$ cat src/hdl/chol_pkg.sv
// shared types and constants of the cholesky factorizer
package chol_pkg;

  localparam int DATA_W    = 32;
  localparam int IDX_W     = 3;
  localparam int SIZE_W    = 4;
  localparam int ACC_W     = 64;
  localparam int MAG_W     = 62;
  localparam int SQ_STEPS  = 31;
  localparam int DIV_STEPS = 32;
  localparam int CNT_W     = 6;
  localparam int MAX_ORDER_DEF     = 8;
  localparam int FRACTION_BITS_DEF = 16;

  typedef enum logic [2:0] {
    RES_ZERO,
    RES_MAX,
    RES_MIN,
    RES_SQRT,
    RES_DIV
  } res_sel_e;

  typedef struct packed {
    logic              a_we;
    logic [IDX_W-1:0]  ld_row;
    logic [IDX_W-1:0]  ld_col;
    logic [IDX_W-1:0]  row;
    logic [IDX_W-1:0]  col;
    logic [IDX_W-1:0]  k;
    logic              rd_diag;
    logic              mul_en;
    logic              acc_clr;
    logic              acc_en;
    logic              rem_en;
    logic              mag_en;
    logic              sq_start;
    logic              sq_step;
    logic              dv_start;
    logic              dv_step;
    logic              res_en;
    res_sel_e          res_sel;
    logic              out_load;
    logic              err;
    logic              last;
  } cmd_t;

  typedef struct packed {
    logic r_nonpos;
    logic r_neg;
    logic r_ge_lim;
    logic r_le_nlim;
    logic d_nonpos;
    logic q_ovf;
    logic out_free;
  } sts_t;

endpackage

$ cat src/hdl/chol_ctrl.sv
// controller: load counters, entry sequencing and unit control
module chol_ctrl #(
  parameter int MAX_ORDER = chol_pkg::MAX_ORDER_DEF
) (
  input  logic                        clk_i,
  input  logic                        rst_ni,
  input  logic [chol_pkg::SIZE_W-1:0] matrix_size_i,
  input  logic                        cfg_wr_i,
  input  logic                        s_valid_i,
  output logic                        s_ready_o,
  input  chol_pkg::sts_t              sts_i,
  output chol_pkg::cmd_t              cmd_o
);

  localparam logic [3:0] S_LOAD  = 4'd0;
  localparam logic [3:0] S_ENTRY = 4'd1;
  localparam logic [3:0] S_RD    = 4'd2;
  localparam logic [3:0] S_MUL   = 4'd3;
  localparam logic [3:0] S_ACC   = 4'd4;
  localparam logic [3:0] S_AREAD = 4'd5;
  localparam logic [3:0] S_REM   = 4'd6;
  localparam logic [3:0] S_MAG   = 4'd7;
  localparam logic [3:0] S_CHECK = 4'd8;
  localparam logic [3:0] S_SQRT  = 4'd9;
  localparam logic [3:0] S_DIV   = 4'd10;
  localparam logic [3:0] S_FIN   = 4'd11;
  localparam logic [3:0] S_EMIT  = 4'd12;

  logic [3:0] state_q, state_d;
  logic [chol_pkg::IDX_W-1:0] ld_row_q, ld_row_d, ld_col_q, ld_col_d;
  logic [chol_pkg::IDX_W-1:0] i_q, i_d, j_q, j_d, k_q, k_d;
  logic [chol_pkg::CNT_W-1:0] cnt_q, cnt_d;
  logic err_q, err_d;
  chol_pkg::res_sel_e sel_q, sel_d;
  logic [chol_pkg::IDX_W-1:0] last_idx;
  logic s_fire, is_last;

  always_comb begin
    if (matrix_size_i == '0) begin
      last_idx = '0;
    end else if (32'(matrix_size_i) > MAX_ORDER) begin
      last_idx = chol_pkg::IDX_W'(MAX_ORDER - 1);
    end else begin
      last_idx = chol_pkg::IDX_W'(matrix_size_i - 1'b1);
    end
  end

  assign s_ready_o = (state_q == S_LOAD);
  assign s_fire    = s_valid_i && s_ready_o;
  assign is_last   = (i_q == last_idx) && (j_q == last_idx);

  always_comb begin
    state_d  = state_q;
    ld_row_d = ld_row_q;
    ld_col_d = ld_col_q;
    i_d      = i_q;
    j_d      = j_q;
    k_d      = k_q;
    cnt_d    = cnt_q;
    err_d    = err_q;
    sel_d    = sel_q;
    cmd_o          = '0;
    cmd_o.ld_row   = ld_row_q;
    cmd_o.ld_col   = ld_col_q;
    cmd_o.row      = i_q;
    cmd_o.col      = j_q;
    cmd_o.k        = k_q;
    cmd_o.res_sel  = sel_q;
    cmd_o.err      = err_q;
    cmd_o.last     = is_last;

    case (state_q)
      S_LOAD: begin
        if (cfg_wr_i) begin
          ld_row_d = '0;
          ld_col_d = '0;
          err_d    = 1'b0;
        end else if (s_fire) begin
          cmd_o.a_we = 1'b1;
          if (ld_col_q == last_idx) begin
            ld_col_d = '0;
            if (ld_row_q == last_idx) begin
              ld_row_d = '0;
              i_d      = '0;
              j_d      = '0;
              state_d  = S_ENTRY;
            end else begin
              ld_row_d = ld_row_q + 1'b1;
            end
          end else begin
            ld_col_d = ld_col_q + 1'b1;
          end
        end
      end
      S_ENTRY: begin
        cmd_o.acc_clr = 1'b1;
        k_d = '0;
        if (err_q) begin
          sel_d   = chol_pkg::RES_ZERO;
          state_d = S_FIN;
        end else if (j_q == '0) begin
          state_d = S_AREAD;
        end else begin
          state_d = S_RD;
        end
      end
      S_RD: state_d = S_MUL;
      S_MUL: begin
        cmd_o.mul_en = 1'b1;
        state_d = S_ACC;
      end
      S_ACC: begin
        cmd_o.acc_en = 1'b1;
        if (k_q + 1'b1 == j_q) begin
          state_d = S_AREAD;
        end else begin
          k_d     = k_q + 1'b1;
          state_d = S_RD;
        end
      end
      S_AREAD: begin
        cmd_o.rd_diag = 1'b1;
        state_d = S_REM;
      end
      S_REM: begin
        cmd_o.rem_en = 1'b1;
        state_d = S_MAG;
      end
      S_MAG: begin
        cmd_o.mag_en = 1'b1;
        state_d = S_CHECK;
      end
      S_CHECK: begin
        state_d = S_FIN;
        cnt_d   = '0;
        if (i_q == j_q) begin
          if (sts_i.r_nonpos) begin
            err_d = 1'b1;
            sel_d = chol_pkg::RES_ZERO;
          end else if (sts_i.r_ge_lim) begin
            sel_d = chol_pkg::RES_MAX;
          end else begin
            cmd_o.sq_start = 1'b1;
            sel_d   = chol_pkg::RES_SQRT;
            state_d = S_SQRT;
          end
        end else begin
          if (sts_i.d_nonpos) begin
            sel_d = chol_pkg::RES_ZERO;
          end else if (sts_i.r_ge_lim) begin
            sel_d = chol_pkg::RES_MAX;
          end else if (sts_i.r_le_nlim) begin
            sel_d = chol_pkg::RES_MIN;
          end else if (sts_i.q_ovf) begin
            sel_d = sts_i.r_neg ? chol_pkg::RES_MIN : chol_pkg::RES_MAX;
          end else begin
            cmd_o.dv_start = 1'b1;
            sel_d   = chol_pkg::RES_DIV;
            state_d = S_DIV;
          end
        end
      end
      S_SQRT: begin
        cmd_o.sq_step = 1'b1;
        cnt_d = cnt_q + 1'b1;
        if (cnt_q == chol_pkg::CNT_W'(chol_pkg::SQ_STEPS - 1)) begin
          state_d = S_FIN;
        end
      end
      S_DIV: begin
        cmd_o.dv_step = 1'b1;
        cnt_d = cnt_q + 1'b1;
        if (cnt_q == chol_pkg::CNT_W'(chol_pkg::DIV_STEPS - 1)) begin
          state_d = S_FIN;
        end
      end
      S_FIN: begin
        cmd_o.res_en = 1'b1;
        state_d = S_EMIT;
      end
      S_EMIT: begin
        if (sts_i.out_free) begin
          cmd_o.out_load = 1'b1;
          if (is_last) begin
            err_d   = 1'b0;
            state_d = S_LOAD;
          end else begin
            if (j_q == i_q) begin
              i_d = i_q + 1'b1;
              j_d = '0;
            end else begin
              j_d = j_q + 1'b1;
            end
            state_d = S_ENTRY;
          end
        end
      end
      default: state_d = S_LOAD;
    endcase
  end

  always_ff @(posedge clk_i or negedge rst_ni) begin
    if (!rst_ni) begin
      state_q  <= S_LOAD;
      ld_row_q <= '0;
      ld_col_q <= '0;
      i_q      <= '0;
      j_q      <= '0;
      k_q      <= '0;
      cnt_q    <= '0;
      err_q    <= 1'b0;
      sel_q    <= chol_pkg::RES_ZERO;
    end else begin
      state_q  <= state_d;
      ld_row_q <= ld_row_d;
      ld_col_q <= ld_col_d;
      i_q      <= i_d;
      j_q      <= j_d;
      k_q      <= k_d;
      cnt_q    <= cnt_d;
      err_q    <= err_d;
      sel_q    <= sel_d;
    end
  end

  a_col_le_row: assert property (@(posedge clk_i) disable iff (!rst_ni)
    (state_q != S_LOAD) |-> (j_q <= i_q))
    else $error("column above row during factorization");

  a_err_sticky: assert property (@(posedge clk_i) disable iff (!rst_ni)
    (err_q && state_q != S_EMIT && state_q != S_LOAD) |=> err_q)
    else $error("pivot error cleared inside a matrix");

  a_sqrt_exit: assert property (@(posedge clk_i) disable iff (!rst_ni)
    (state_q == S_SQRT) |=> (state_q == S_SQRT || state_q == S_FIN))
    else $error("square root left early");

  a_load_free: assert property (@(posedge clk_i) disable iff (!rst_ni)
    cmd_o.out_load |-> sts_i.out_free)
    else $error("output register overwritten");

endmodule
$ cat config.mk
export PLATFORM = sky130hd
export DESIGN_NAME = chol_ctrl
export DESIGN_NICKNAME = d
export VERILOG_FILES = /design/src/hdl/chol_pkg.sv /design/src/hdl/chol_ctrl.sv
export SDC_FILE = /design/constraint.sdc
export NUM_CORES = 1
export LEC_CHECK = 0
export BUFFER_PORTS_ARGS = -buffer_cell sky130_fd_sc_hd__buf_2
export CAP_MARGIN = 20
export CELL_PAD_IN_SITES_DETAIL_PLACEMENT = 1
export CELL_PAD_IN_SITES_GLOBAL_PLACEMENT = 1
export CORE_MARGIN = 3
export CORE_UTILIZATION = 41
export DETAILED_ROUTE_END_ITERATION = 10
export PLACE_DENSITY_LB_ADDON = 0.1
export SLEW_MARGIN = 10
export SYNTH_ARGS = -nofsm -noshare
export SYNTH_HDL_FRONTEND = slang
export SYNTH_SLANG_ARGS = --single-unit
$ cat constraint.sdc
create_clock -name clk_i -period 2.5 [get_ports clk_i]
set_clock_uncertainty 0.05 [all_clocks]
set_input_delay 0.25 -clock clk_i [delete_from_list [all_inputs] [get_ports clk_i]]
set_output_delay 0.25 -clock clk_i [all_outputs]
set_load 0.02 [all_outputs]
==> results of run 1 <==
-- metrics by stage --
| stage | std cells | setup WS (ns) | cell area [sq um] | utilization, % |
|---|---|---|---|---|
| floorplan | 296 | 0.3206 | 2400 | - |
| global placement | 406 | 0.1505 | 2700 | 48.44 |
| detailed placement | 406 | 0.08717 | 2700 | 48.44 |
| CTS | 415 | 0.2090 | 2826 | 50.71 |
| global route | 415 | 0.06100 | 2826 | 50.71 |
| finish | 415 | 0.2287 | 2826 | 50.71 |
-- cells in the mapped netlist, types with 2 or more instances --
cell type,n,area [sq um]
o22ai_1,3,18.77
a41oi_1,4,35.03
o31ai_1,4,30.03
nand2b_1,4,25.02
a221o_1,2,20.02
ha_1,9,112.6
and3_1,2,12.51
a31oi_1,4,25.02
xor2_1,3,26.28
or2_1,2,12.51
nor4b_1,2,17.52
o21a_1,3,22.52
nor2b_1,6,37.54
o211ai_1,2,15.01
nor2_1,29,108.9
and2_1,4,25.02
mux2i_1,6,60.06
o21ai_0,20,100.1
clkbuf_1,12,45.04
a21o_1,4,30.03
nor3_1,10,50.05
inv_1,12,45.04
a32o_1,3,30.03
a211oi_1,2,15.01
buf_2,3,15.01
nor3b_1,4,30.03
nand2_1,32,120.1
buf_6,2,22.52
buf_4,3,22.52
nand3_1,11,55.05
inv_2,3,11.26
a21oi_1,12,60.06
nor4_1,2,12.51
nand4_1,5,31.28
o311ai_1,2,17.52
maj3_1,4,40.04
nand3b_1,4,30.03
dfrtp_1,29,725.7
xnor2_1,4,35.03
-- layer usage --
layer	vias up	GRT usage, %	part of all wire (%)
li1	1175	-	-
met1	1189	30.82	48
met2	42	37.02	48
met3	6	4.338	3.2
met4	0	6.536	0.76
met5	-	0	0
-- cell families (layout without fill, tap and decap cells) --
kind of cell	after synthesis	in the layout	synth area share [%]
AOI/OAI and AO/OA	77	77	22.47
xor gates and xnor gates	8	8	3.493
adders and majority gates	14	14	6.830
buffers and inverters	35	82	6.725
DFF	29	29	30.24
muxes	8	8	3.597
and+or+nand+nor	125	125	26.64
-- worst paths after layout --
| kind | cells after the start | to | slack, ns |
|---|---|---|---|
| worst min register to register | 1 | sel_q[2] | 0.42 |
| worst max-delay path | 6 | cmd_o[10] | 0.23 |
| worst min-delay path | 2 | ld_col_q[2] | 0.23 |
| min in group asynchronous | 2 | ld_col_q[0] | 0.49 |
| max in group asynchronous | 2 | i_q[0] | 1.45 |
| worst max register to register | 5 | ld_row_q[1] | 0.34 |
-- cells in the final DEF, fill, tap and decap left out, drive strengths merged, types with 3 or more instances in the layout --
cell / n
mux2i: 6
a31oi: 5
ha: 9
inv: 15
nand2: 32
o31ai: 4
or2: 3
and2: 4
o22ai: 3
nor3b: 4
a21oi: 12
o311ai: 3
nand3: 12
a32o: 3
a21o: 4
nor2: 29
o21ai: 20
clkbuf: 7
buf: 58
nor2b: 6
xor2: 3
nand3b: 4
nand4: 5
nand2b: 4
a41oi: 5
xnor2: 4
nor3: 10
dfrtp: 29
o21a: 3
maj3: 5
-- cell type report --
| class | count | area (sq um) |
|---|---|---|
| clock buffers | 7 | 86.33 |
| clock inverters | 1 | 30.03 |
| fillers | 685 | 2748 |
| inverters | 15 | 56.30 |
| multi-input cells | 232 | 1513 |
| flip-flops and latches | 29 | 725.7 |
| well taps | 72 | 90.09 |
| repair buffers | 59 | 325.3 |
-- power groups by stage --
stage	registers, W	logic (W)	clock network [W]
after global routing	0.000906	0.00197	0.000549
final	0.000872	0.00176	0.000518
after CTS	0.000874	0.00176	0.000526
after detailed placement	0.000881	0.00174	0
after floorplan	0.000897	0.00118	0
after global placement	0.000873	0.00171	0
-- registers in the layout, summed over array words and instances, names as in the netlist --
name and count:
j_q 3, state_q 4, sel_q 3, ld_col_q 3
i_q 3, ld_row_q 3, k_q 3, cnt_q 6
err_q 1
==> run_results.csv, run 1 <==
group,metric,value,unit
job,cap_viol_max_count,0,
sta,whs,0.2281,ns
worst_setup_path,timing.rr.start,"ld_col_q[2]",
sta,finalHoldViolCount,0,
logic_synthesis,syn_area_per_cell,8.107,sq um
power_and_ir_drop,power.share.clock,16.4,%
clock_network,hold_buffers,1,
sta,setup_violations,0,
route,first_pass_iters,4,
sta,fin_crit_sh,90.85,%
finish,drive_gt1_share,22.45,%
power_and_ir_drop,p_int,0.001617,W
worst_setup_path,cp_num_buf_inv,2,
clock_network,clk_path_buf_depth,2,
logic_synthesis,syn_nets,320,
route,drt-initial-drc-count,114,
worst_setup_path,arrival,1.97,ns
place,gp_congestion,0.8370,
route,wl,7194,um
worst_setup_path,start_kind,"flip-flop",
finish,finalNetCount,366,
logic_synthesis,async_flop_share,100.0,%
clock_network,clk_pin_slew,0.07,ns
power_and_ir_drop,p_per_area,1114,nW/um^2
worst_setup_path,cp_slowest_cell,"dfrtp_1",
finish,antenna_cells,0,
route,vias_per_cell,5.812,
die,num_rows,27,
grt,grt_max_degree,30,
logic_synthesis,synth-seq-cells,29,
place,portBuffers,48,
clock_network,clk_latency,0.29,ns
grt,antenna_found_initial,0,
worst_setup_path,critPathLaunch,"state_q[0]",
power_and_ir_drop,swShare,48.64,%
worst_setup_path,crit_fanout,18,
power_and_ir_drop,vdd_drop_max,0.7440,mV
worst_setup_path,critPathKind,"flip-flop to primary output",
clock_network,cts_root_buf,"clkbuf_8",
sta,finalMaxSlewViolations,0,
route,vias,2412,
worst_setup_path,crit_family,"simple AND/OR/NAND/NOR gates",
sta,slew-limit-headroom,54.10,%
worst_setup_path,cp_cell_sequence,"buf_4 > or2_1 > nor2_1 > nand2_1 > nor3_1 > buf_2",
run_status,outcome,"finished, final reports clean",
sta,fmax,440.3,MHz
clock_network,cts_buffers,5,
sta,worst_slew_pin_slew,0.6886,ns
min_path,hold_path.startpoint,"cfg_wr_i",
logic_synthesis,synth_edf_count,0,
place,post-dp-hpwl,5482,um
sta,rsz0062_at_grt,"false",
worst_setup_path,critical_path_required,2.20,ns
power_and_ir_drop,p_leak,1.351,nW
grt,gr-total-overflow,0,
finish,syn_to_final_growth,17.78,%
grt,grt_pass1_wl,11870,um
logic_synthesis,ys_warn_count,0,
route,drcViolationCount,0,
power_and_ir_drop,switchingPower,0.001532,W
sta,tns,0,ns
die,design.core.area,5574,sq um
die,die_w,82.51,um
power_and_ir_drop,power_frac_comb,55.9,%
grt,grt_pass1_vias,2456,
logic_synthesis,synthCells,296,
sta,min_period,2.271,ns
logic_synthesis,ys_types,63,
worst_setup_path,cp_slowest_stage_delay,0.37,ns
clock_network,cts_setup_buffers,0,
die,dieArea,6807,sq um
die,num_io_pins,49,
clock_network,cts-resized-gates,0,
grt,track_usage,22.81,%
power_and_ir_drop,p_total,0.003149,W
logic_synthesis,syn_area,2400,sq um
route,post_drt_wl_per_cell,17.33,um
logic_synthesis,ys_seq_area_share,30.24,%
die,start_util,43.05,%
clock_network,cts_tree,"yes",
clock_network,htreeDepth,2,
logic_synthesis,synth_top_flop_cell,"dfrtp_1",
route,postRouteAntennaNets,0,
clock_network,cts.sinks,29,
min_path,min-delay-path-class,"input pin to flip-flop",
power_and_ir_drop,p_seq_share,27.7,%
die,die_h,82.51,um
worst_setup_path,end_kind,"primary output",
Note: power is estimated with default switching activity, not from simulation.
==> inputs of run 2 (changes only) <==
CORE_ASPECT_RATIO = 0.75   (was unset)
==> run_results.csv, run 2 (same netlist as run 1, synthesis figures left out) <==
group,metric,value,unit
job,cap_viol_max_count,0,
grt,grt_pass1_vias,2303,
route,vias_per_cell,5.776,
worst_setup_path,worstRegToRegCells,9,
worst_setup_path,r2r_end,"j_q[0]",
finish,fillers,682,
finish,antenna_cells,0,
clock_network,htreeDepth,2,
worst_setup_path,critPathMostFrequentCell,"buf_2",
sta,min_period,2.311,ns
route,first_pass_iters,5,
die,dieArea,6817,sq um
sta,rsz0062_at_grt,"false",
worst_setup_path,start_kind,"input pin",
worst_setup_path,cp_slowest_stage_delay,0.37,ns
worst_setup_path,timing.rr.start,"state_q[0]",
die,num_io_pins,49,
clock_network,cts_root_buf,"clkbuf_8",
finish,syn_to_final_growth,19.19,%
worst_setup_path,end_kind,"primary output",
worst_setup_path,r2r_setup_slack,0.33,ns
grt,grt_max_degree,30,
route,drcViolationCount,0,
finish,regMostFlops,"cnt_q",
grt,track_usage,22.20,%
route,postRouteAntennaNets,0,
finish,finalNetCount,367,
route,wl,7243,um
sta,setup_violations,0,
die,start_util,43.66,%
clock_network,clk_pin_slew,0.07,ns
place,gp_congestion,0.7861,
grt,gr-total-overflow,0,
worst_setup_path,cp_slowest_cell,"maj3_2",
die,die_h,72.26,um
place,portBuffers,48,
worst_setup_path,critical_path_required,2.20,ns
clock_network,cts_buffers,5,
sta,slew-limit-headroom,53.77,%
worst_setup_path,endpoint,"cmd_o[0]",
worst_setup_path,crit_family,"adder cells",
worst_setup_path,cp_num_buf_inv,3,
grt,antenna_found_initial,0,
finish,final_common_cell,"buf_2",
place,dp_slack,0.003102,ns
sta,setup_slack,0.1893,ns
sta,finalMaxSlewViolations,0,
sta,worst_slew_pin_slew,0.6934,ns
worst_setup_path,cp_num_cells,8,
worst_setup_path,critPathKind,"input pin to primary output",
place,post-dp-hpwl,5474,um
die,num_rows,23,
power_and_ir_drop,p_per_area,1138,nW/um^2
clock_network,cts.sinks,29,
sta,finalHoldViolCount,0,
die,die_w,94.34,um
sta,fin_crit_sh,92.43,%
worst_setup_path,critPathLaunch,"matrix_size_i[0]",
clock_network,clk_path_buf_depth,2,
worst_setup_path,arrival,2.01,ns
finish,layout_common_cells,"buf_2, nand2_1, nor2_1, dfrtp_1, o21ai_0",
finish,largestRegisters,"cnt_q: 6 flops, state_q: 4 flops",
sta,whs,0.2137,ns
grt,grt_pass1_wl,11850,um
min_path,hold_path.startpoint,"cfg_wr_i",
finish,drive_gt1_share,23.26,%
worst_setup_path,cp_cell_sequence,"buf_2 > inv_1 > ha_1 > and2b_1 > maj3_2 > mux2i_1 > nor3_2 > buf_2",
clock_network,clk_latency,0.29,ns
power_and_ir_drop,p_leak,1.366,nW
sta,fmax,432.8,MHz
finish,largest_reg_flops,6,
min_path,min-delay-path-class,"input pin to flip-flop",
run_status,outcome,"finished, final reports clean",
sta,tns,0,ns
route,vias,2420,
worst_setup_path,crit_fanout,12,
power_and_ir_drop,vdd_drop_max,0.6390,mV
route,drt-initial-drc-count,192,
clock_network,cts_tree,"yes",
route,post_drt_wl_per_cell,17.29,um
die,design.core.area,5497,sq um
run 2: cell types whose count changed in the layout (fill, tap and decap cells not counted), sizes merged:
cell,previous run,this run
clkinv,0,1
bufinv,1,2
clkbuf,7,5
buf,58,59
run 2: power breakdown:
part | leakage (nW) | switching, W | internal, W | total [W]
logic | 0.929 | 0.00110 | 0.000691 | 0.00179
clock network | 0.0681 | 0.000194 | 0.000396 | 0.000590
registers | 0.369 | 0.000251 | 0.000626 | 0.000877
run 2: worst min path at each step:
| stage | slack, ns | endpoint | cells past startpoint |
|---|---|---|---|
| after floorplan | -0.1 | cnt_q[0] | 0 |
| after global placement | 0.28 | ld_col_q[1] | 1 |
| after detailed placement | 0.28 | ld_col_q[1] | 1 |
| after CTS | 0.21 | ld_col_q[2] | 2 |
| after global routing | 0.24 | ld_col_q[2] | 2 |
| final | 0.21 | ld_col_q[2] | 2 |
run 2: timing repair:
item / in CTS / in global routing
hold buffers: 1 / 0
hold endpoints to repair: 29 / 0
buffers inserted: 0 / 0
setup endpoints to repair: 0 / 1
resized for setup: 0 / 1
run 2: per-stage QoR:
stage | cell area, sq um | power (W) | instances | utilization (%)
finish | 2860 | 0.003255 | 419 | 52.04
global route | 2860 | 0.003521 | 419 | 52.04
CTS | 2855 | 0.003266 | 419 | 51.95
detailed placement | 2711 | 0.002646 | 410 | 49.33
global placement | 2711 | 0.002602 | 410 | 49.33
floorplan | 2400 | 0.002077 | 296 | -
run 2: metal layers:
| metal | wire (um) | vias up | share of wire, % | track usage (%) |
|---|---|---|---|---|
| met2 | 2959 | 47 | 41 | 30.42 |
| met4 | 54 | 0 | 0.75 | 4.487 |
| met1 | 3915 | 1198 | 54 | 35.84 |
| met5 | 0 | - | 0 | 0 |
| li1 | - | 1170 | - | - |
| met3 | 314 | 5 | 4.3 | 4.041 |
run 2: cell type report:
class / count / area [sq um] / area share, %
Inverter: 15 / 56.30 / 1.969
Clock buffer: 5 / 68.82 / 2.406
Tap cell: 75 / 93.84 / 3.281
Sequential cell: 29 / 725.7 / 25.37
Clock inverter: 3 / 65.06 / 2.275
Timing Repair Buffer: 60 / 332.8 / 11.64
Multi-Input combinational cell: 232 / 1518 / 53.06
